### src/sv/b64d_pkg.sv
package b64d_pkg;

  localparam int QueueDepth = 2;

  localparam logic [7:0] ChUpperA = 8'h41;
  localparam logic [7:0] ChUpperZ = 8'h5A;
  localparam logic [7:0] ChLowerA = 8'h61;
  localparam logic [7:0] ChLowerZ = 8'h7A;
  localparam logic [7:0] ChDigit0 = 8'h30;
  localparam logic [7:0] ChDigit9 = 8'h39;
  localparam logic [7:0] ChPlus   = 8'h2B;
  localparam logic [7:0] ChSlash  = 8'h2F;

  localparam logic [5:0] ValLowerBase = 6'd26;
  localparam logic [5:0] ValDigitBase = 6'd52;
  localparam logic [5:0] ValPlus      = 6'd62;
  localparam logic [5:0] ValSlash     = 6'd63;

  localparam logic [15:0] LimitReset = 16'hFFFF;

  localparam logic KindByte    = 1'b0;
  localparam logic KindSummary = 1'b1;

  typedef struct packed {
    logic [2:0][7:0] data;
    logic [1:0]      nbytes;
    logic            summary;
    logic [15:0]     total;
  } b64d_entry_t;

  typedef struct packed {
    logic full;
    logic empty;
  } b64d_qstat_t;

  // {in alphabet, six-bit value}
  function automatic logic [6:0] sixbit(input logic [7:0] c);
    logic [7:0] d;
    d = 8'd0;
    if (c >= ChUpperA && c <= ChUpperZ) begin
      d = c - ChUpperA;
      return {1'b1, d[5:0]};
    end else if (c >= ChLowerA && c <= ChLowerZ) begin
      d = c - ChLowerA;
      return {1'b1, d[5:0] + ValLowerBase};
    end else if (c >= ChDigit0 && c <= ChDigit9) begin
      d = c - ChDigit0;
      return {1'b1, d[5:0] + ValDigitBase};
    end else if (c == ChPlus) begin
      return {1'b1, ValPlus};
    end else if (c == ChSlash) begin
      return {1'b1, ValSlash};
    end
    return 7'd0;
  endfunction

endpackage

### src/sv/b64d_if.sv
interface b64d_in_if;
  logic       valid;
  logic       ready;
  logic [7:0] text_char;
  logic       end_of_text;
  modport source (output valid, text_char, end_of_text, input ready);
  modport sink (input valid, text_char, end_of_text, output ready);
endinterface

interface b64d_out_if;
  logic        valid;
  logic        ready;
  logic [7:0]  data_byte;
  logic        result_kind;
  logic [15:0] total_bytes;
  logic        run_last;
  modport source (output valid, data_byte, result_kind, total_bytes, run_last, input ready);
  modport sink (input valid, data_byte, result_kind, total_bytes, run_last, output ready);
endinterface

interface b64d_cfg_if;
  logic        valid;
  logic        ready;
  logic [15:0] max_output_bytes;
  modport source (output valid, max_output_bytes, input ready);
  modport sink (input valid, max_output_bytes, output ready);
endinterface

### src/sv/b64d_front.sv
module b64d_front (
  input  logic                   clk,
  input  logic                   rst_n,
  b64d_in_if.sink                in_ch,
  b64d_cfg_if.sink               cfg_ch,
  input  b64d_pkg::b64d_qstat_t  qs,
  output logic                   push,
  output b64d_pkg::b64d_entry_t  entry
);

  logic [15:0] limit_r;
  logic [5:0]  gv_r [4];
  logic [5:0]  gv_nxt [4];
  logic [5:0]  gv_w [4];
  logic [1:0]  gcnt_r, gcnt_nxt;
  logic [7:0]  held_byte_r, held_byte_nxt;
  logic        held_valid_r, held_valid_nxt;
  logic [15:0] emitted_r, emitted_nxt;

  logic            in_fire;
  logic [6:0]      sx;
  logic            rel;
  logic [15:0]     e1, e2, room;
  logic [2:0]      cnt1, nvals;
  logic            done;
  logic [1:0]      ngrp, n;
  logic [2:0][7:0] grp_bytes;
  logic            hold, emit;

  assign cfg_ch.ready = 1'b1;
  assign in_ch.ready  = !qs.full;
  assign in_fire      = in_ch.valid && !qs.full;

  always_comb begin
    sx   = b64d_pkg::sixbit(in_ch.text_char);
    rel  = held_valid_r && (emitted_r < limit_r);
    e1   = emitted_r + {15'd0, rel};
    gv_w = gv_r;
    cnt1 = {1'b0, gcnt_r};
    nvals = 3'd0;
    done  = 1'b0;
    if (sx[6]) begin
      gv_w[gcnt_r] = sx[5:0];
      cnt1 = {1'b0, gcnt_r} + 3'd1;
      if (cnt1 == 3'd4) begin
        nvals = 3'd4;
        done  = 1'b1;
      end
    end else begin
      nvals = {1'b0, gcnt_r};
      done  = 1'b1;
    end
    grp_bytes[0] = {gv_w[0], gv_w[1][5:4]};
    grp_bytes[1] = {gv_w[1][3:0], gv_w[2][5:2]};
    grp_bytes[2] = {gv_w[2][1:0], gv_w[3]};
    room = (e1 < limit_r) ? (limit_r - e1) : 16'd0;
    ngrp = (nvals > 3'd1) ? 2'(nvals - 3'd1) : 2'd0;
    n    = (room < {14'd0, ngrp}) ? room[1:0] : ngrp;
    hold = done && (nvals == 3'd2) && (n != 2'd0);
    emit = done && (nvals != 3'd2);
    e2   = e1 + (emit ? {14'd0, n} : 16'd0);

    // a released held byte never coincides with group bytes
    if (rel) begin
      entry.data   = {16'd0, held_byte_r};
      entry.nbytes = 2'd1;
    end else begin
      entry.data   = grp_bytes;
      entry.nbytes = emit ? n : 2'd0;
    end
    entry.summary = in_ch.end_of_text;
    entry.total   = in_ch.end_of_text ? e2 : 16'd0;
    push = in_fire && ((entry.nbytes != 2'd0) || in_ch.end_of_text);

    gv_nxt         = gv_r;
    gcnt_nxt       = gcnt_r;
    held_valid_nxt = held_valid_r;
    held_byte_nxt  = held_byte_r;
    emitted_nxt    = emitted_r;
    if (in_fire) begin
      if (in_ch.end_of_text) begin
        gv_nxt         = '{default: 6'd0};
        gcnt_nxt       = 2'd0;
        held_valid_nxt = 1'b0;
        held_byte_nxt  = 8'd0;
        emitted_nxt    = 16'd0;
      end else begin
        gv_nxt         = done ? '{default: 6'd0} : gv_w;
        gcnt_nxt       = done ? 2'd0 : cnt1[1:0];
        held_valid_nxt = hold;
        held_byte_nxt  = hold ? grp_bytes[0] : 8'd0;
        emitted_nxt    = e2;
      end
    end
  end

  always_ff @(posedge clk) begin
    if (!rst_n) begin
      limit_r      <= b64d_pkg::LimitReset;
      gv_r         <= '{default: 6'd0};
      gcnt_r       <= 2'd0;
      held_byte_r  <= 8'd0;
      held_valid_r <= 1'b0;
      emitted_r    <= 16'd0;
    end else begin
      if (cfg_ch.valid) begin
        limit_r <= cfg_ch.max_output_bytes;
      end
      gv_r         <= gv_nxt;
      gcnt_r       <= gcnt_nxt;
      held_byte_r  <= held_byte_nxt;
      held_valid_r <= held_valid_nxt;
      emitted_r    <= emitted_nxt;
    end
  end

endmodule

### src/sv/b64d_queue.sv
module b64d_queue #(
  parameter int Depth = b64d_pkg::QueueDepth
) (
  input  logic                   clk,
  input  logic                   rst_n,
  input  logic                   push,
  input  b64d_pkg::b64d_entry_t  push_entry,
  input  logic                   pop,
  output b64d_pkg::b64d_entry_t  head,
  output b64d_pkg::b64d_qstat_t  qs
);

  localparam int PtrW = (Depth > 1) ? $clog2(Depth) : 1;
  localparam int CntW = $clog2(Depth + 1);
  localparam logic [PtrW-1:0] LastPtr = PtrW'(Depth - 1);
  localparam logic [CntW-1:0] FullCnt = CntW'(Depth);

  b64d_pkg::b64d_entry_t mem_r [Depth];
  logic [PtrW-1:0] wr_ptr_r, wr_ptr_nxt, rd_ptr_r, rd_ptr_nxt;
  logic [CntW-1:0] cnt_r, cnt_nxt;
  logic            do_push, do_pop;

  assign qs.full  = (cnt_r == FullCnt);
  assign qs.empty = (cnt_r == '0);
  assign head     = mem_r[rd_ptr_r];
  assign do_push  = push && !qs.full;
  assign do_pop   = pop && !qs.empty;

  always_comb begin
    wr_ptr_nxt = wr_ptr_r;
    rd_ptr_nxt = rd_ptr_r;
    cnt_nxt    = cnt_r;
    if (do_push) begin
      wr_ptr_nxt = (wr_ptr_r == LastPtr) ? '0 : wr_ptr_r + 1'b1;
    end
    if (do_pop) begin
      rd_ptr_nxt = (rd_ptr_r == LastPtr) ? '0 : rd_ptr_r + 1'b1;
    end
    unique case ({do_push, do_pop})
      2'b10:   cnt_nxt = cnt_r + 1'b1;
      2'b01:   cnt_nxt = cnt_r - 1'b1;
      default: cnt_nxt = cnt_r;
    endcase
  end

  always_ff @(posedge clk) begin
    if (!rst_n) begin
      wr_ptr_r <= '0;
      rd_ptr_r <= '0;
      cnt_r    <= '0;
    end else begin
      wr_ptr_r <= wr_ptr_nxt;
      rd_ptr_r <= rd_ptr_nxt;
      cnt_r    <= cnt_nxt;
    end
  end

  always_ff @(posedge clk) begin
    if (do_push) begin
      mem_r[wr_ptr_r] <= push_entry;
    end
  end

endmodule

### src/sv/b64d_back.sv
module b64d_back (
  input  logic                   clk,
  input  logic                   rst_n,
  input  b64d_pkg::b64d_entry_t  head,
  input  b64d_pkg::b64d_qstat_t  qs,
  output logic                   pop,
  b64d_out_if.source             out_ch
);

  b64d_pkg::b64d_entry_t cur_r, cur_nxt;
  logic       cur_valid_r, cur_valid_nxt;
  logic [1:0] idx_r, idx_nxt;
  logic [2:0] nres;
  logic       is_last, is_byte, fire, finish;

  always_comb begin
    nres    = {1'b0, cur_r.nbytes} + {2'b0, cur_r.summary};
    is_last = ({1'b0, idx_r} == (nres - 3'd1));
    is_byte = (idx_r < cur_r.nbytes);

    out_ch.valid       = cur_valid_r;
    out_ch.data_byte   = is_byte ? cur_r.data[idx_r] : 8'd0;
    out_ch.result_kind = is_byte ? b64d_pkg::KindByte : b64d_pkg::KindSummary;
    out_ch.total_bytes = is_byte ? 16'd0 : cur_r.total;
    out_ch.run_last    = is_last;

    fire   = cur_valid_r && out_ch.ready;
    finish = fire && is_last;
    pop    = !qs.empty && (!cur_valid_r || finish);

    cur_nxt       = cur_r;
    cur_valid_nxt = cur_valid_r;
    idx_nxt       = idx_r;
    priority if (pop) begin
      cur_nxt       = head;
      cur_valid_nxt = 1'b1;
      idx_nxt       = 2'd0;
    end else if (finish) begin
      cur_valid_nxt = 1'b0;
      idx_nxt       = 2'd0;
    end else if (fire) begin
      idx_nxt = idx_r + 2'd1;
    end
  end

  always_ff @(posedge clk) begin
    if (!rst_n) begin
      cur_valid_r <= 1'b0;
      idx_r       <= 2'd0;
    end else begin
      cur_valid_r <= cur_valid_nxt;
      idx_r       <= idx_nxt;
    end
  end

  always_ff @(posedge clk) begin
    cur_r <= cur_nxt;
  end

endmodule

### src/sv/base64_stream_decoder_unit.sv
// Streaming base64 decoder: one character per cycle goes in on in_ch while the
// queue is not full, decoded bytes and one end-of-string summary per string come
// out on out_ch, one result per cycle while out_ch is ready. A character causes
// up to four results; the front end decodes it in the cycle it is accepted and
// places its results as one entry in a QueueDepth-entry queue, and the output
// stage drains an entry one result at a time. Characters that cause no result
// cost the back end nothing, so with out_ch always ready the input sustains one
// character per cycle as long as no run of characters yields more than one
// result each on average (about three bytes per four characters in normal
// text). The byte limit on cfg_ch takes effect for the next character.
module base64_stream_decoder_unit #(
  parameter int QueueDepth = b64d_pkg::QueueDepth
) (
  input  logic        clk,
  input  logic        rst_n,
  b64d_in_if.sink     in_ch,
  b64d_out_if.source  out_ch,
  b64d_cfg_if.sink    cfg_ch
);

  b64d_pkg::b64d_entry_t push_entry, head;
  b64d_pkg::b64d_qstat_t qs;
  logic push, pop;

  b64d_front u_front (
    .clk    (clk),
    .rst_n  (rst_n),
    .in_ch  (in_ch),
    .cfg_ch (cfg_ch),
    .qs     (qs),
    .push   (push),
    .entry  (push_entry)
  );

  b64d_queue #(.Depth(QueueDepth)) u_queue (
    .clk        (clk),
    .rst_n      (rst_n),
    .push       (push),
    .push_entry (push_entry),
    .pop        (pop),
    .head       (head),
    .qs         (qs)
  );

  b64d_back u_back (
    .clk    (clk),
    .rst_n  (rst_n),
    .head   (head),
    .qs     (qs),
    .pop    (pop),
    .out_ch (out_ch)
  );

endmodule

### src/flat_wrapper.sv
// flat-port wrapper written by rule: the top's interface ports become plain ports
module base64_stream_decoder_unit_flat 
#(
  parameter int QueueDepth = b64d_pkg::QueueDepth
)
  (clk, rst_n, in_ch_valid, in_ch_text_char, in_ch_end_of_text, in_ch_ready, out_ch_valid, out_ch_data_byte, out_ch_result_kind, out_ch_total_bytes, out_ch_run_last, out_ch_ready, cfg_ch_valid, cfg_ch_max_output_bytes, cfg_ch_ready);
  b64d_in_if in_ch_i ();
  b64d_out_if out_ch_i ();
  b64d_cfg_if cfg_ch_i ();
  input  logic clk;
  input  logic rst_n;
  input wire logic [$bits(in_ch_i.valid)-1:0] in_ch_valid;
  input wire logic [$bits(in_ch_i.text_char)-1:0] in_ch_text_char;
  input wire logic [$bits(in_ch_i.end_of_text)-1:0] in_ch_end_of_text;
  output wire logic [$bits(in_ch_i.ready)-1:0] in_ch_ready;
  output wire logic [$bits(out_ch_i.valid)-1:0] out_ch_valid;
  output wire logic [$bits(out_ch_i.data_byte)-1:0] out_ch_data_byte;
  output wire logic [$bits(out_ch_i.result_kind)-1:0] out_ch_result_kind;
  output wire logic [$bits(out_ch_i.total_bytes)-1:0] out_ch_total_bytes;
  output wire logic [$bits(out_ch_i.run_last)-1:0] out_ch_run_last;
  input wire logic [$bits(out_ch_i.ready)-1:0] out_ch_ready;
  input wire logic [$bits(cfg_ch_i.valid)-1:0] cfg_ch_valid;
  input wire logic [$bits(cfg_ch_i.max_output_bytes)-1:0] cfg_ch_max_output_bytes;
  output wire logic [$bits(cfg_ch_i.ready)-1:0] cfg_ch_ready;
  assign in_ch_i.valid = in_ch_valid;
  assign in_ch_i.text_char = in_ch_text_char;
  assign in_ch_i.end_of_text = in_ch_end_of_text;
  assign in_ch_ready = in_ch_i.ready;
  assign out_ch_valid = out_ch_i.valid;
  assign out_ch_data_byte = out_ch_i.data_byte;
  assign out_ch_result_kind = out_ch_i.result_kind;
  assign out_ch_total_bytes = out_ch_i.total_bytes;
  assign out_ch_run_last = out_ch_i.run_last;
  assign out_ch_i.ready = out_ch_ready;
  assign cfg_ch_i.valid = cfg_ch_valid;
  assign cfg_ch_i.max_output_bytes = cfg_ch_max_output_bytes;
  assign cfg_ch_ready = cfg_ch_i.ready;
  base64_stream_decoder_unit #(.QueueDepth(QueueDepth)) u_core (.clk(clk), .rst_n(rst_n), .in_ch(in_ch_i), .out_ch(out_ch_i), .cfg_ch(cfg_ch_i));
endmodule
### config.mk
export PLATFORM = sky130hd
export DESIGN_NAME = base64_stream_decoder_unit_flat
export DESIGN_NICKNAME = d
export VERILOG_FILES = /design/src/sv/b64d_pkg.sv /design/src/sv/b64d_if.sv /design/src/sv/b64d_front.sv /design/src/sv/b64d_queue.sv /design/src/sv/b64d_back.sv /design/src/sv/base64_stream_decoder_unit.sv /design/src/flat_wrapper.sv
export SDC_FILE = /design/constraint.sdc
export NUM_CORES = 1
export LEC_CHECK = 0
export BUFFER_PORTS_ARGS = -buffer_cell sky130_fd_sc_hd__buf_2
export CAP_MARGIN = 10
export CORE_ASPECT_RATIO = 0.75
export CORE_UTILIZATION = 56
export DETAILED_ROUTE_END_ITERATION = 16
export PLACE_DENSITY = 0.75
export SLEW_MARGIN = 10
export SYNTH_ARGS = -nofsm -noshare
export SYNTH_HDL_FRONTEND = slang
export SYNTH_SLANG_ARGS = --single-unit
### constraint.sdc
create_clock -name clk -period 8.6 [get_ports clk]
set_input_delay 0.86 -clock clk [delete_from_list [all_inputs] [get_ports clk]]
set_output_delay 0.86 -clock clk [all_outputs]
set_load 0.1 [all_outputs]
==> Word level (Yosys, flattened, before mapping) <==
Memory sizes are Yosys's and may differ from the RTL's. A register that Yosys moved wholly into a read port is not among the register bits.
Cells that the tools add are included.
{ "totals": {"regBits": 74, "latch_bits": 0, "ram_bits": 86, "rom_bits": 0, "wordCells": 132, "memories": 1} }
{ "mem_list": {"columns": ["name", "depth", "word_bits", "rd", "rd_clocked_by_memory_dff", "wr", "line_no", "rtl"], "rows": [
  ["u_core.u_queue.mem_r", 2, 43, 1, 1, 1, "b64d_queue.sv:18", "b64d_pkg::b64d_entry_t mem_r [Depth];"]
]} }
{ "op_classes": {"addsub": 17, "multipliers": 0, "n_div": 0, "order_cmp": 14, "n_eq_ne": 9, "shifts": 0, "muxes": 47, "bitwise_logic": 2, "n_reduce_logical": 28} }
{ "ops": {"columns": ["operator", "count"], "rows": [
  ["$mux W24", 3],
  ["$mux W16", 4],
  ["$mux W7", 6],
  ["$lt A16 B16 Y1", 2],
  ["$mux W8", 4],
  ["$mux W26", 1],
  ["$bwmux W24", 1],
  ["$add A16 B1 Y16", 1],
  ["$add A16 B2 Y16", 1],
  ["$bmux W8 S2", 1],
  ["$eq A8 B6 Y1 const B", 2],
  ["$ge A8 B7 Y1 const B", 2],
  ["$le A8 B7 Y1 const B", 2],
  ["$lt A16 B2 Y1", 1],
  ["$sub A16 B16 Y16", 1],
  ["$logic_and A1 B1 Y1", 15],
  ["$mux W1", 15],
  ["$mux W2", 7],
  ["$demux W6 S2", 1],
  ["$sub A6 B6 Y6 const B", 2],
  ["$ge A8 B6 Y1 const B", 1],
  ["$le A8 B6 Y1 const B", 1],
  ["$reduce_bool A2 Y1", 4],
  ["$add A6 B5 Y6 const B", 1],
  ["other kinds (30)", 38]
]} }

==> Depth between registers and ports, before layout <==
Gate-level depths: netlist of the first run.
{ "logic_depth": {"word_depth": 20, "mapped_depth": 39, "depth_no_buf": 35} }

==> By module <==
A second synthesis of the first run with hierarchy kept.
{ "hier_totals": {"cells_unflattened": 1017, "area_unflattened_um2": 10968.0} }
{ "by_module_without_submodules": {"columns": ["mod", "n_inst", "cells_per_inst", "area_each_um2", "seq_area_each_um2"], "rows": [
  ["b64d_front", 1, 731, 5720.5, 1341.3],
  ["b64d_queue", 1, 160, 3328.2, 2682.6],
  ["b64d_back", 1, 126, 1919.3, 1351.3]
]} }

==> Worst setup path before layout of the first run <==
No wires, ideal clock.
{ "synth_timing": {"path_type": "register -> register", "start": "reg u_core.u_front.limit_r[4]", "end": "mem u_core.u_queue.mem_r[0][0] in the netlist's numbering, enable pin", "setup_time_ns": 0.444, "t_arrival_ns": 7.806, "t_required_ns": 8.156, "path_slack_ns": 0.351, "stages_incl_launch_ff": 33, "n_path_buf": 4, "period_less_slack_ns": 8.249, "path_cell_list": "dfxtp_1 inv_1 ha_1 a21o_1 a21oi_1 o21ai_0 a21o_1 a21o_1 a21oi_1 or2_2 clkbuf_1 clkbuf_1 ha_1 ha_1 clkbuf_1 nand4_1 nor2_1 xnor2_1 ha_1 nand2_1 nor4_1 o211ai_1 and2_1 a31o_2 nor2_1 ha_1 o21ai_0 and3_1 a21oi_1 and3b_1 buf_2 o31ai_4 nor2_1"} }
{ "synth_between": {"elab_chain_len": 15, "elab_cells_between_ends": 16} }
{ "synth_lines": {"columns": ["element", "line_no", "rtl"], "rows": [
  ["start, declared", "b64d_front.sv:11", "logic [15:0] limit_r;"],
  ["start signal, assigned", "b64d_front.sv:99", "limit_r <= b64d_pkg::LimitReset;"],
  ["start signal, assigned", "b64d_front.sv:107", "limit_r <= cfg_ch.max_output_bytes;"],
  ["$lt A16 B16 Y1", "b64d_front.sv:36", "rel = held_valid_r && (emitted_r < limit_r);"],
  ["$logic_and A1 B1 Y1", "b64d_front.sv:36", null],
  ["$add A16 B1 Y16", "b64d_front.sv:37", "e1 = emitted_r + {15'd0, rel};"],
  ["$sub A16 B16 Y16 / $lt A16 B16 Y1 (equally long branches)", "b64d_front.sv:56", "room = (e1 < limit_r) ? (limit_r - e1) : 16'd0;"],
  ["$mux W16", "b64d_front.sv:56", null],
  ["$lt A16 B2 Y1", "b64d_front.sv:58", "n = (room < {14'd0, ngrp}) ? room[1:0] : ngrp;"],
  ["$mux W2", "b64d_front.sv:58", null],
  ["$mux W2", "b64d_front.sv:69", "entry.nbytes = emit ? n : 2'd0;"],
  ["$mux W26 (*)", "b64d_front.sv:64", "if (rel) begin"],
  ["$reduce_bool A2 Y1 (*)", "b64d_front.sv:73", "push = in_fire && ((entry.nbytes != 2'd0) || in_ch.end_of_text);"],
  ["$logic_or A1 B1 Y1 (*)", "b64d_front.sv:73", null],
  ["$logic_and A1 B1 Y1 (*)", "b64d_front.sv:73", null],
  ["$logic_and A1 B1 Y1 (*)", "b64d_queue.sv:26", "assign do_push = push && !qs.full;"],
  ["$mux W1 (*)", "b64d_queue.sv:59", "if (do_push) begin"],
  ["$mux W1 (implied by the code) (*)", "b64d_queue.sv:60", "mem_r[wr_ptr_r] <= push_entry;"],
  ["end, declared", "b64d_queue.sv:18", null]
]} }
Mark *: on every way between the ends. The rest lies on a longest branch, timed or not.

==> results of run 1 <==
[state kept, by name, indices dropped and copies added, names as in the netlist, 8 cells and up]
name	count
u_core.u_front.gv_r	24
u_core.u_back.cur_r	43
u_core.u_front.limit_r	16
u_core.u_front.emitted_r	16
u_core.u_queue.mem_r	86
u_core.u_front.held_byte_r	8
[layout by cell type (no fill, tap or decap), drive strengths merged, types with 13 or more instances in the layout]
cell / n
mux2: 44
dfxtp: 74
nand3: 28
and2: 61
edfxtp: 129
a22oi: 27
clkbuf: 24
xor2: 15
buf: 64
xnor2: 26
mux2i: 27
nor2: 59
nor3: 13
nor2b: 31
nand2: 94
o211ai: 22
inv: 52
o21ai: 47
a21oi: 48
ha: 53
[layout make-up]
class / instances / area (µm²) / share of cell area (%)
Clock buffer: 24 / 537 / 4.53
Clock inverter: 12 / 76.3 / 0.645
Inverter: 49 / 184 / 1.55
Multi-Input combinational cell: 723 / 5040 / 42.6
Sequential cell: 203 / 5360 / 45.2
Tap cell: 247 / 309 / 2.61
Timing Repair Buffer: 64 / 338 / 2.85
[routing by layer]
layer	routed length (µm)	GRT usage [%]
met5	0	0
met4	298	4.07
met3	1480	3.75
met2	9160	32.7
met1	11900	37.9
[logic make-up (layout without fill, tap and decap cells)]
logic type               after synthesis  in the layout  share of synthesized area, %
AO/OA/AOI/OAI                        220            220                          13.8
XOR/XNOR                              41             41                          3.34
adder cells (fa/ha/maj)               55             55                          6.55
buffers and inverters                 94            149                          3.35
flip-flops                           203            203                          49.9
multiplexers                          71             71                          7.16
other                                  1              1                        0.0349
AND/OR/NAND/NOR                      335            335                          15.9
[Yosys cell counts, types with 31 or more instances]
master / number / area, µm²
dfxtp_1: 74 / 1480
ha_1: 53 / 663
edfxtp_1: 129 / 3870
and2_1: 61 / 382
o21ai_0: 43 / 215
mux2_2: 43 / 484
nand2_1: 94 / 353
inv_1: 49 / 184
a21oi_1: 47 / 235
clkbuf_1: 35 / 131
nor2b_1: 31 / 194
nor2_1: 59 / 221
[stage by stage]
stage	worst slack [ns]	hold WS, ns	utilization [%]
6_report	0.883	0.509	63.6
3_3_place_gp	1.20	0.493	60.3
3_5_place_dp	0.967	0.495	60.3
2_1_floorplan	0.351	0.439	-
5_1_grt	0.240	0.545	63.6
4_1_cts	0.964	0.512	63.6
[worst paths after layout]
check	slack, ns	to	cells past startpoint	from
worst min-delay path	0.51	u_core.u_front.held_valid_r	2	u_core.u_front.held_valid_r
worst min register to register	0.51	u_core.u_front.held_valid_r	2	u_core.u_front.held_valid_r
worst max-delay path	0.88	u_core.u_queue.mem_r[0][8]	32	u_core.u_front.emitted_r[4]
worst max register to register	0.88	u_core.u_queue.mem_r[0][8]	32	u_core.u_front.emitted_r[4]
[where the power goes]
group / internal, mW / total [mW] / leakage (nW) / switching [mW]
Combinational: 0.219 / 0.879 / 2.39 / 0.660
Clock: 0.452 / 0.823 / 0.294 / 0.371
Sequential: 1.20 / 1.27 / 1.82 / 0.0712
Total: 1.87 / 2.97 / 4.50 / 1.10
[worst max-delay path: cells and delay by family, from the launching register on]
kind            cells  cell delay, ns
compound gates     11            2.08
xor+xnor            2            0.29
fa+ha+maj           7            2.22
flops               1            0.49
simple gates       12            2.42
==> impl_metrics.env, run 1 <==
export IMPL_outcome="finished clean"
export IMPL_dp_cells=1286
export IMPL_io_pins=59
export IMPL_synth_warnings=0
export IMPL_cp_common_cell="ha_1"
export IMPL_cts_max_path_buffers=3
export IMPL_design_area_mm2=0.0118
export IMPL_clockRootBuffer="clkbuf_16"
export IMPL_worst_slew_pin_slew_ns=1.10
export IMPL_syn_cell_area_mm2=0.0107
export IMPL_post_cts_buffers=0
export IMPL_fin_skew_ns=0.0155
export IMPL_totalPowerFinal_mw=2.97
export IMPL_clk_pin_slew_ns=0.07
export IMPL_antenna_cells=0
export IMPL_die_y_um=122
export IMPL_max_clock_freq_mhz=130
export IMPL_grt_pass1_vias=6809
export IMPL_core_mm2=0.0186
export IMPL_drtAntennaViolNets=0
export IMPL_h_tree_depth=1
export IMPL_grt_ovfl_total=0
export IMPL_nets=1147
export IMPL_syn_to_final_growth_pct=10.2
export IMPL_cts_resized=0
export IMPL_start_util_pct=57.7
export IMPL_cts_hold_buf=0
export IMPL_tns_ns=0
export IMPL_drcViolationCount=0
export IMPL_period_minus_slack_ns=7.72
export IMPL_setup_viol=0
export IMPL_port_buffers=57
export IMPL_ys_seq_elements=203
export IMPL_netlist_instances=1020
export IMPL_endpoint_kind="register"
export IMPL_maxSlewHeadroom_pct=26.5
export IMPL_grt_pass1_wl_um=35900
export IMPL_synth_edf_count=129
export IMPL_final_period_utilization_pct=89.7
export IMPL_path_class="register to register"
export IMPL_slew_violations=0
export IMPL_synth_flop_cell="edfxtp_1"
export IMPL_rsz0062_at_grt="false"
export IMPL_fp_dieArea_mm2=0.0197
export IMPL_first_pass_iters=5
export IMPL_cts_tree="built"
export IMPL_place_hpwl_um=16000
export IMPL_antenna_found_initial=0
export IMPL_routabilityCongestion=0.921
export IMPL_start_kind="register"
export IMPL_viasPerCell=5.77
export IMPL_mappedNetlistNets=1105
export IMPL_hold_viol_final=0
export IMPL_grt_max_degree=77
export IMPL_num_vias=7628
export IMPL_drtIter0Drc=650
export IMPL_track_usage_pct=23.4
export IMPL_slowest_delay_ns=0.49
export IMPL_drive_gt1_share_pct=13.8
export IMPL_cp_max_fo=9
export IMPL_cts_sinks=203
export IMPL_die_x_um=162
export IMPL_post_dp_cell_area_mm2=0.0112
export IMPL_final_cell_count_no_fill=1322
export IMPL_worstHoldPathType="register to register"
export IMPL_critical_path_arrival_ns=7.97
export IMPL_syn_area_per_cell_um2=10.5
export IMPL_routed_wirelength_um=22800
export IMPL_p_per_area_mw_per_mm2=251
export IMPL_cp_required_ns=8.86
export IMPL_rows=43
export IMPL_maxCapViolations=0
export IMPL_crit_path_top_delay_cell="dfxtp_1"
export IMPL_clkLatencyLatePin_ns=0.50
export IMPL_avgRoutedWirePerCell_um=17.2
export IMPL_cts_buffers=21
export IMPL_yosysUniqueCellTypes=68
export IMPL_yosysSeqAreaShare_pct=49.9
export IMPL_peakVddDrop_v=0.000329
export IMPL_fillers=1494
export IMPL_async_flop_share_pct=0
export IMPL_p_leak_nw=4.50
Power figures use the tool's default switching activity.
==> run 2: changes to the inputs <==
--- a/config.mk
+++ b/config.mk
@@ -10,5 +10,6 @@
 export CORE_ASPECT_RATIO = 0.75
+export CORE_MARGIN = 2
 export CORE_UTILIZATION = 56
 export DETAILED_ROUTE_END_ITERATION = 16
-export PLACE_DENSITY = 0.75
+export PLACE_DENSITY = 0.79
 export SLEW_MARGIN = 10
==> constraint.sdc (replaced) <==
create_clock -name clk -period 8.6 [get_ports clk]
set_input_delay 2.58 -clock clk [delete_from_list [all_inputs] [get_ports clk]]
set_output_delay 2.58 -clock clk [all_outputs]
set_load 0.1 [all_outputs]
==> impl_metrics.env, run 2 (synthesis gave the netlist of run 1 again) <==
export IMPL_slowest_delay_ns=0.50
export IMPL_maxSlewHeadroom_pct=17.4
export IMPL_track_usage_pct=23.3
export IMPL_endpoint_kind="register"
export IMPL_crit_path_top_delay_cell="dfxtp_1"
export IMPL_nets=1148
export IMPL_drtIter0Drc=718
export IMPL_grt_pass1_wl_um=36900
export IMPL_rows=43
export IMPL_peakVddDrop_v=0.000313
export IMPL_fp_dieArea_mm2=0.0203
export IMPL_tns_ns=0
export IMPL_post_dp_cell_area_mm2=0.0112
export IMPL_grt_max_degree=77
export IMPL_hold_viol_final=0
export IMPL_cp_common_cell="ha_1"
export IMPL_first_pass_iters=5
export IMPL_core_mm2=0.0187
export IMPL_rsz0062_at_grt="false"
export IMPL_largest_reg_flops=86
export IMPL_cp_max_fo=10
export IMPL_setup_viol=0
export IMPL_clockRootBuffer="clkbuf_16"
export IMPL_viasPerCell=5.81
export IMPL_grt_util_met3_pct=2.93
export IMPL_antenna_cells=0
export IMPL_p_per_area_mw_per_mm2=254
export IMPL_fin_ws_ns=0.833
export IMPL_drcViolationCount=0
export IMPL_path_class="register to register"
export IMPL_clk_pin_slew_ns=0.06
export IMPL_port_buffers=57
export IMPL_syn_to_final_growth_pct=10.6
export IMPL_critical_path_arrival_ns=8.02
export IMPL_place_hpwl_um=16100
export IMPL_avgRoutedWirePerCell_um=17.6
export IMPL_cts_buffers=21
export IMPL_routed_wirelength_um=23300
export IMPL_met1_usage_pct=37.9
export IMPL_routabilityCongestion=0.951
export IMPL_layout_commonest_cell="edfxtp_1"
export IMPL_drive_gt1_share_pct=13.9
export IMPL_cts_sinks=203
export IMPL_start_util_pct=57.5
export IMPL_largest_register="u_core.u_queue.mem_r"
export IMPL_dp_slack_ns=0.932
export IMPL_num_vias=7696
export IMPL_die_y_um=124
export IMPL_cts_max_path_buffers=3
export IMPL_design_area_mm2=0.0119
export IMPL_top_regs="u_core.u_queue.mem_r x86, u_core.u_back.cur_r x43, u_core.u_front.gv_r x24"
export IMPL_cts_tree="built"
export IMPL_totalPowerFinal_mw=3.02
export IMPL_cp_required_ns=8.85
export IMPL_slew_violations=0
export IMPL_max_clock_freq_mhz=129
export IMPL_grt_pass1_vias=6922
export IMPL_grt_use_met2_pct=33.3
export IMPL_cp_num_buf_inv=0
export IMPL_io_pins=59
export IMPL_cpLargestDelayFamily="simple AND/OR/NAND/NOR gates"
export IMPL_h_tree_depth=1
export IMPL_p_leak_nw=4.52
export IMPL_worstHoldPathType="register to register"
export IMPL_start_kind="register"
export IMPL_cts_hold_buf=0
export IMPL_drtAntennaViolNets=0
export IMPL_grt_ovfl_total=0
export IMPL_cts_resized=0
export IMPL_maxCapViolations=0
export IMPL_mostFrequentLayoutCells="edfxtp_1 (129), nand2_1 (94), dfxtp_1 (73), and2_1 (61)"
export IMPL_final_period_utilization_pct=90.3
export IMPL_antenna_found_initial=0
export IMPL_fin_skew_ns=0.0148
export IMPL_clkLatencyLatePin_ns=0.50
export IMPL_outcome="finished clean"
export IMPL_period_minus_slack_ns=7.77
export IMPL_worst_slew_pin_slew_ns=1.24
export IMPL_post_cts_buffers=0
export IMPL_grt_busiest_layer="met1"
export IMPL_die_x_um=164
[run 2: cell count changes in the layout (fill, tap and decap cells not counted)]
cell | previous run | this run
bufinv_16 | 0 | 1
inv_8 | 1 | 0
buf_4 | 7 | 8
clkinv_1 | 5 | 2
clkbuf_8 | 0 | 1
clkbuf_1 | 3 | 7
[run 2: cell type report]
type                       count  area, µm²
clock buffer                  29        566
clock inverter                 9       83.8
fill                        1495       6780
inverter                      49        184
multi-input combinational    723       5040
sequential                   203       5360
tap                          247        309
timing repair buffer          65        345
[run 2: power breakdown]
group	internal, mW	leakage [nW]	switching (mW)	total [mW]
sequential	1.20	1.82	0.0713	1.27
combinational	0.220	2.40	0.666	0.887
clock	0.494	0.309	0.370	0.864
[run 2: worst register-to-register path, delay by kind of cell, from the launching register on]
family | cells | cell delay (ns)
AOI/OAI and AO/OA | 11 | 2.12
xor gates and xnor gates | 2 | 0.28
adders and majority gates | 7 | 2.24
DFF | 1 | 0.50
and+or+nand+nor | 12 | 2.38
[run 2: layer usage]
metal / wire, µm / vias to the layer above
met1: 12100 / 3624
li1: - / 3793
met3: 1290 / 26
met4: 372 / 0
met2: 9480 / 253
met5: 0 / -
[run 2: final timing paths]
check | startpoint | to | slack (ns) | cells after the start
setup / recovery | u_core.u_front.emitted_r[4] | u_core.u_queue.mem_r[1][8] | 0.83 | 32
hold / removal | u_core.u_front.emitted_r[0] | u_core.u_front.emitted_r[0] | 0.50 | 2
setup reg to reg | u_core.u_front.emitted_r[4] | u_core.u_queue.mem_r[1][8] | 0.83 | 32
hold reg to reg | u_core.u_front.emitted_r[0] | u_core.u_front.emitted_r[0] | 0.50 | 2
[run 2: per-stage QoR]
step                      hold slack, ns  utilization (%)  cells
after global routing               0.528             63.7   1325
after floorplan                    0.439                -   1020
after CTS                          0.493             63.7   1325
after detailed placement           0.482             60.2   1287
after global placement             0.480             60.2   1287
final                              0.496             63.7   1325
==> run 3: changes to the inputs <==
Settings changed: CELL_PAD_IN_SITES_DETAIL_PLACEMENT from default to 2, CELL_PAD_IN_SITES_GLOBAL_PLACEMENT from default to 2, CORE_UTILIZATION 56 to 37, GPL_ROUTABILITY_DRIVEN from default to 0, PLACE_DENSITY 0.79 to 0.78.
==> impl_metrics.env, run 3 (synthesis gave the netlist of run 1 again) <==
export IMPL_utilization_pct=43.2
export IMPL_cp_max_fo=9
export IMPL_drive_gt1_share_pct=15.0
export IMPL_max_clock_freq_mhz=125
export IMPL_num_vias=8048
export IMPL_die_x_um=201
export IMPL_antenna_found_initial=0
export IMPL_p_leak_nw=4.60
export IMPL_period_minus_slack_ns=8.02
export IMPL_port_buffers=57
export IMPL_syn_to_final_growth_pct=13.8
export IMPL_cp_required_ns=8.88
export IMPL_cts_buffers=23
export IMPL_peakVddDrop_v=0.000139
export IMPL_grt_max_degree=77
export IMPL_place_hpwl_um=23200
export IMPL_worstHoldPathType="register to register"
export IMPL_drtIter0Drc=462
export IMPL_clkLatencyLatePin_ns=0.53
export IMPL_cts_tree="built"
export IMPL_fin_skew_ns=0.0154
export IMPL_grt_pass1_vias=8417
export IMPL_mostFrequentLayoutCells="edfxtp_1 (129), nand2_1 (94), dfxtp_1 (73), and2_1 (61)"
export IMPL_slew_violations=0
export IMPL_post_cts_buffers=0
export IMPL_cts_max_path_buffers=3
export IMPL_cts_resized=0
export IMPL_h_tree_depth=1
export IMPL_path_class="register to register"
export IMPL_viasPerCell=5.48
export IMPL_cts_sinks=203
export IMPL_slowest_delay_ns=0.50
export IMPL_critical_path_arrival_ns=8.30
export IMPL_start_util_pct=37.9
export IMPL_totalPowerFinal_mw=3.23
export IMPL_core_mm2=0.0283
export IMPL_clockRootBuffer="clkbuf_16"
export IMPL_rows=53
export IMPL_routed_wirelength_um=32600
export IMPL_drtAntennaViolNets=0
export IMPL_io_pins=59
export IMPL_worst_slew_pin_slew_ns=1.17
export IMPL_fp_dieArea_mm2=0.0304
export IMPL_largest_register="u_core.u_queue.mem_r"
export IMPL_setup_viol=0
export IMPL_clk_pin_slew_ns=0.06
export IMPL_layout_commonest_cell="edfxtp_1"
export IMPL_p_per_area_mw_per_mm2=264
export IMPL_outcome="finished clean"
export IMPL_fillers=3014
export IMPL_avgRoutedWirePerCell_um=22.2
export IMPL_endpoint_kind="register"
export IMPL_hold_viol_final=0
export IMPL_cts_hold_buf=0
export IMPL_top_regs="u_core.u_queue.mem_r x86, u_core.u_back.cur_r x43, u_core.u_front.gv_r x24"
export IMPL_largest_reg_flops=86
export IMPL_first_pass_iters=5
export IMPL_die_y_um=152
export IMPL_crit_path_top_delay_cell="dfxtp_1"
export IMPL_grt_ovfl_total=0
export IMPL_antenna_cells=0
export IMPL_tns_ns=0
export IMPL_final_period_utilization_pct=93.3
export IMPL_drcViolationCount=0
export IMPL_nets=1151
export IMPL_grt_pass1_wl_um=50900
export IMPL_start_kind="register"
export IMPL_maxSlewHeadroom_pct=22.2
export IMPL_cp_common_cell="ha_1"
export IMPL_whs_ns=0.525
export IMPL_track_usage_pct=21.5
export IMPL_maxCapViolations=0
==> run 3: path summary, 6_finish.rpt <==
path | slack [ns] | depth (start not counted) | endpoint | startpoint
worst min-delay path | 0.52 | 2 | u_core.u_front.limit_r[10] | u_core.u_front.limit_r[10]
worst max-delay path | 0.58 | 32 | u_core.u_queue.mem_r[0][15] | u_core.u_front.emitted_r[4]
worst max register to register | 0.58 | 32 | u_core.u_queue.mem_r[0][15] | u_core.u_front.emitted_r[4]
worst min register to register | 0.52 | 2 | u_core.u_front.limit_r[10] | u_core.u_front.limit_r[10]
==> run 3: per-stage QoR <==
step | instances | instance area, µm² | setup WS [ns]
4_1_cts | 1468 | 12200 | 0.502
3_5_place_dp | 1426 | 11400 | 0.610
3_3_place_gp | 1426 | 11400 | 1.01
6_report | 1468 | 12200 | 0.576
5_1_grt | 1468 | 12200 | -0.0324
2_1_floorplan | 1020 | 10700 | 0.351
==> run 3: area by class of cell <==
cell class / count / area [µm²] / area share (%)
Tap cell: 385 / 482 / 3.94
Inverter: 49 / 184 / 1.50
Multi-Input combinational cell: 723 / 5060 / 41.4
Sequential cell: 203 / 5360 / 43.8
Clock inverter: 15 / 178 / 1.45
Clock buffer: 27 / 601 / 4.91
Timing Repair Buffer: 66 / 365 / 2.99
==> run 3: where the power goes <==
part	switching (mW)	internal, mW
clock network	0.421	0.598
registers	0.0866	1.20
logic	0.706	0.223
==> run 3: worst max-delay path, delay by kind of cell (launching register included) <==
family          cells  cell delay [ns]
simple gates       12             2.52
flops               1             0.50
compound gates     13             2.53
fa+ha+maj           5             1.56
xor+xnor            2             0.65
==> run 3: layer usage <==
layer | up-vias | share of wire (%) | GRT usage [%]
met5 | - | 0 | 0
met4 | 0 | 2.1 | 5.15
met3 | 36 | 3.6 | 3.08
met2 | 133 | 44 | 33.7
met1 | 4084 | 50 | 31.3
li1 | 3795 | - | -
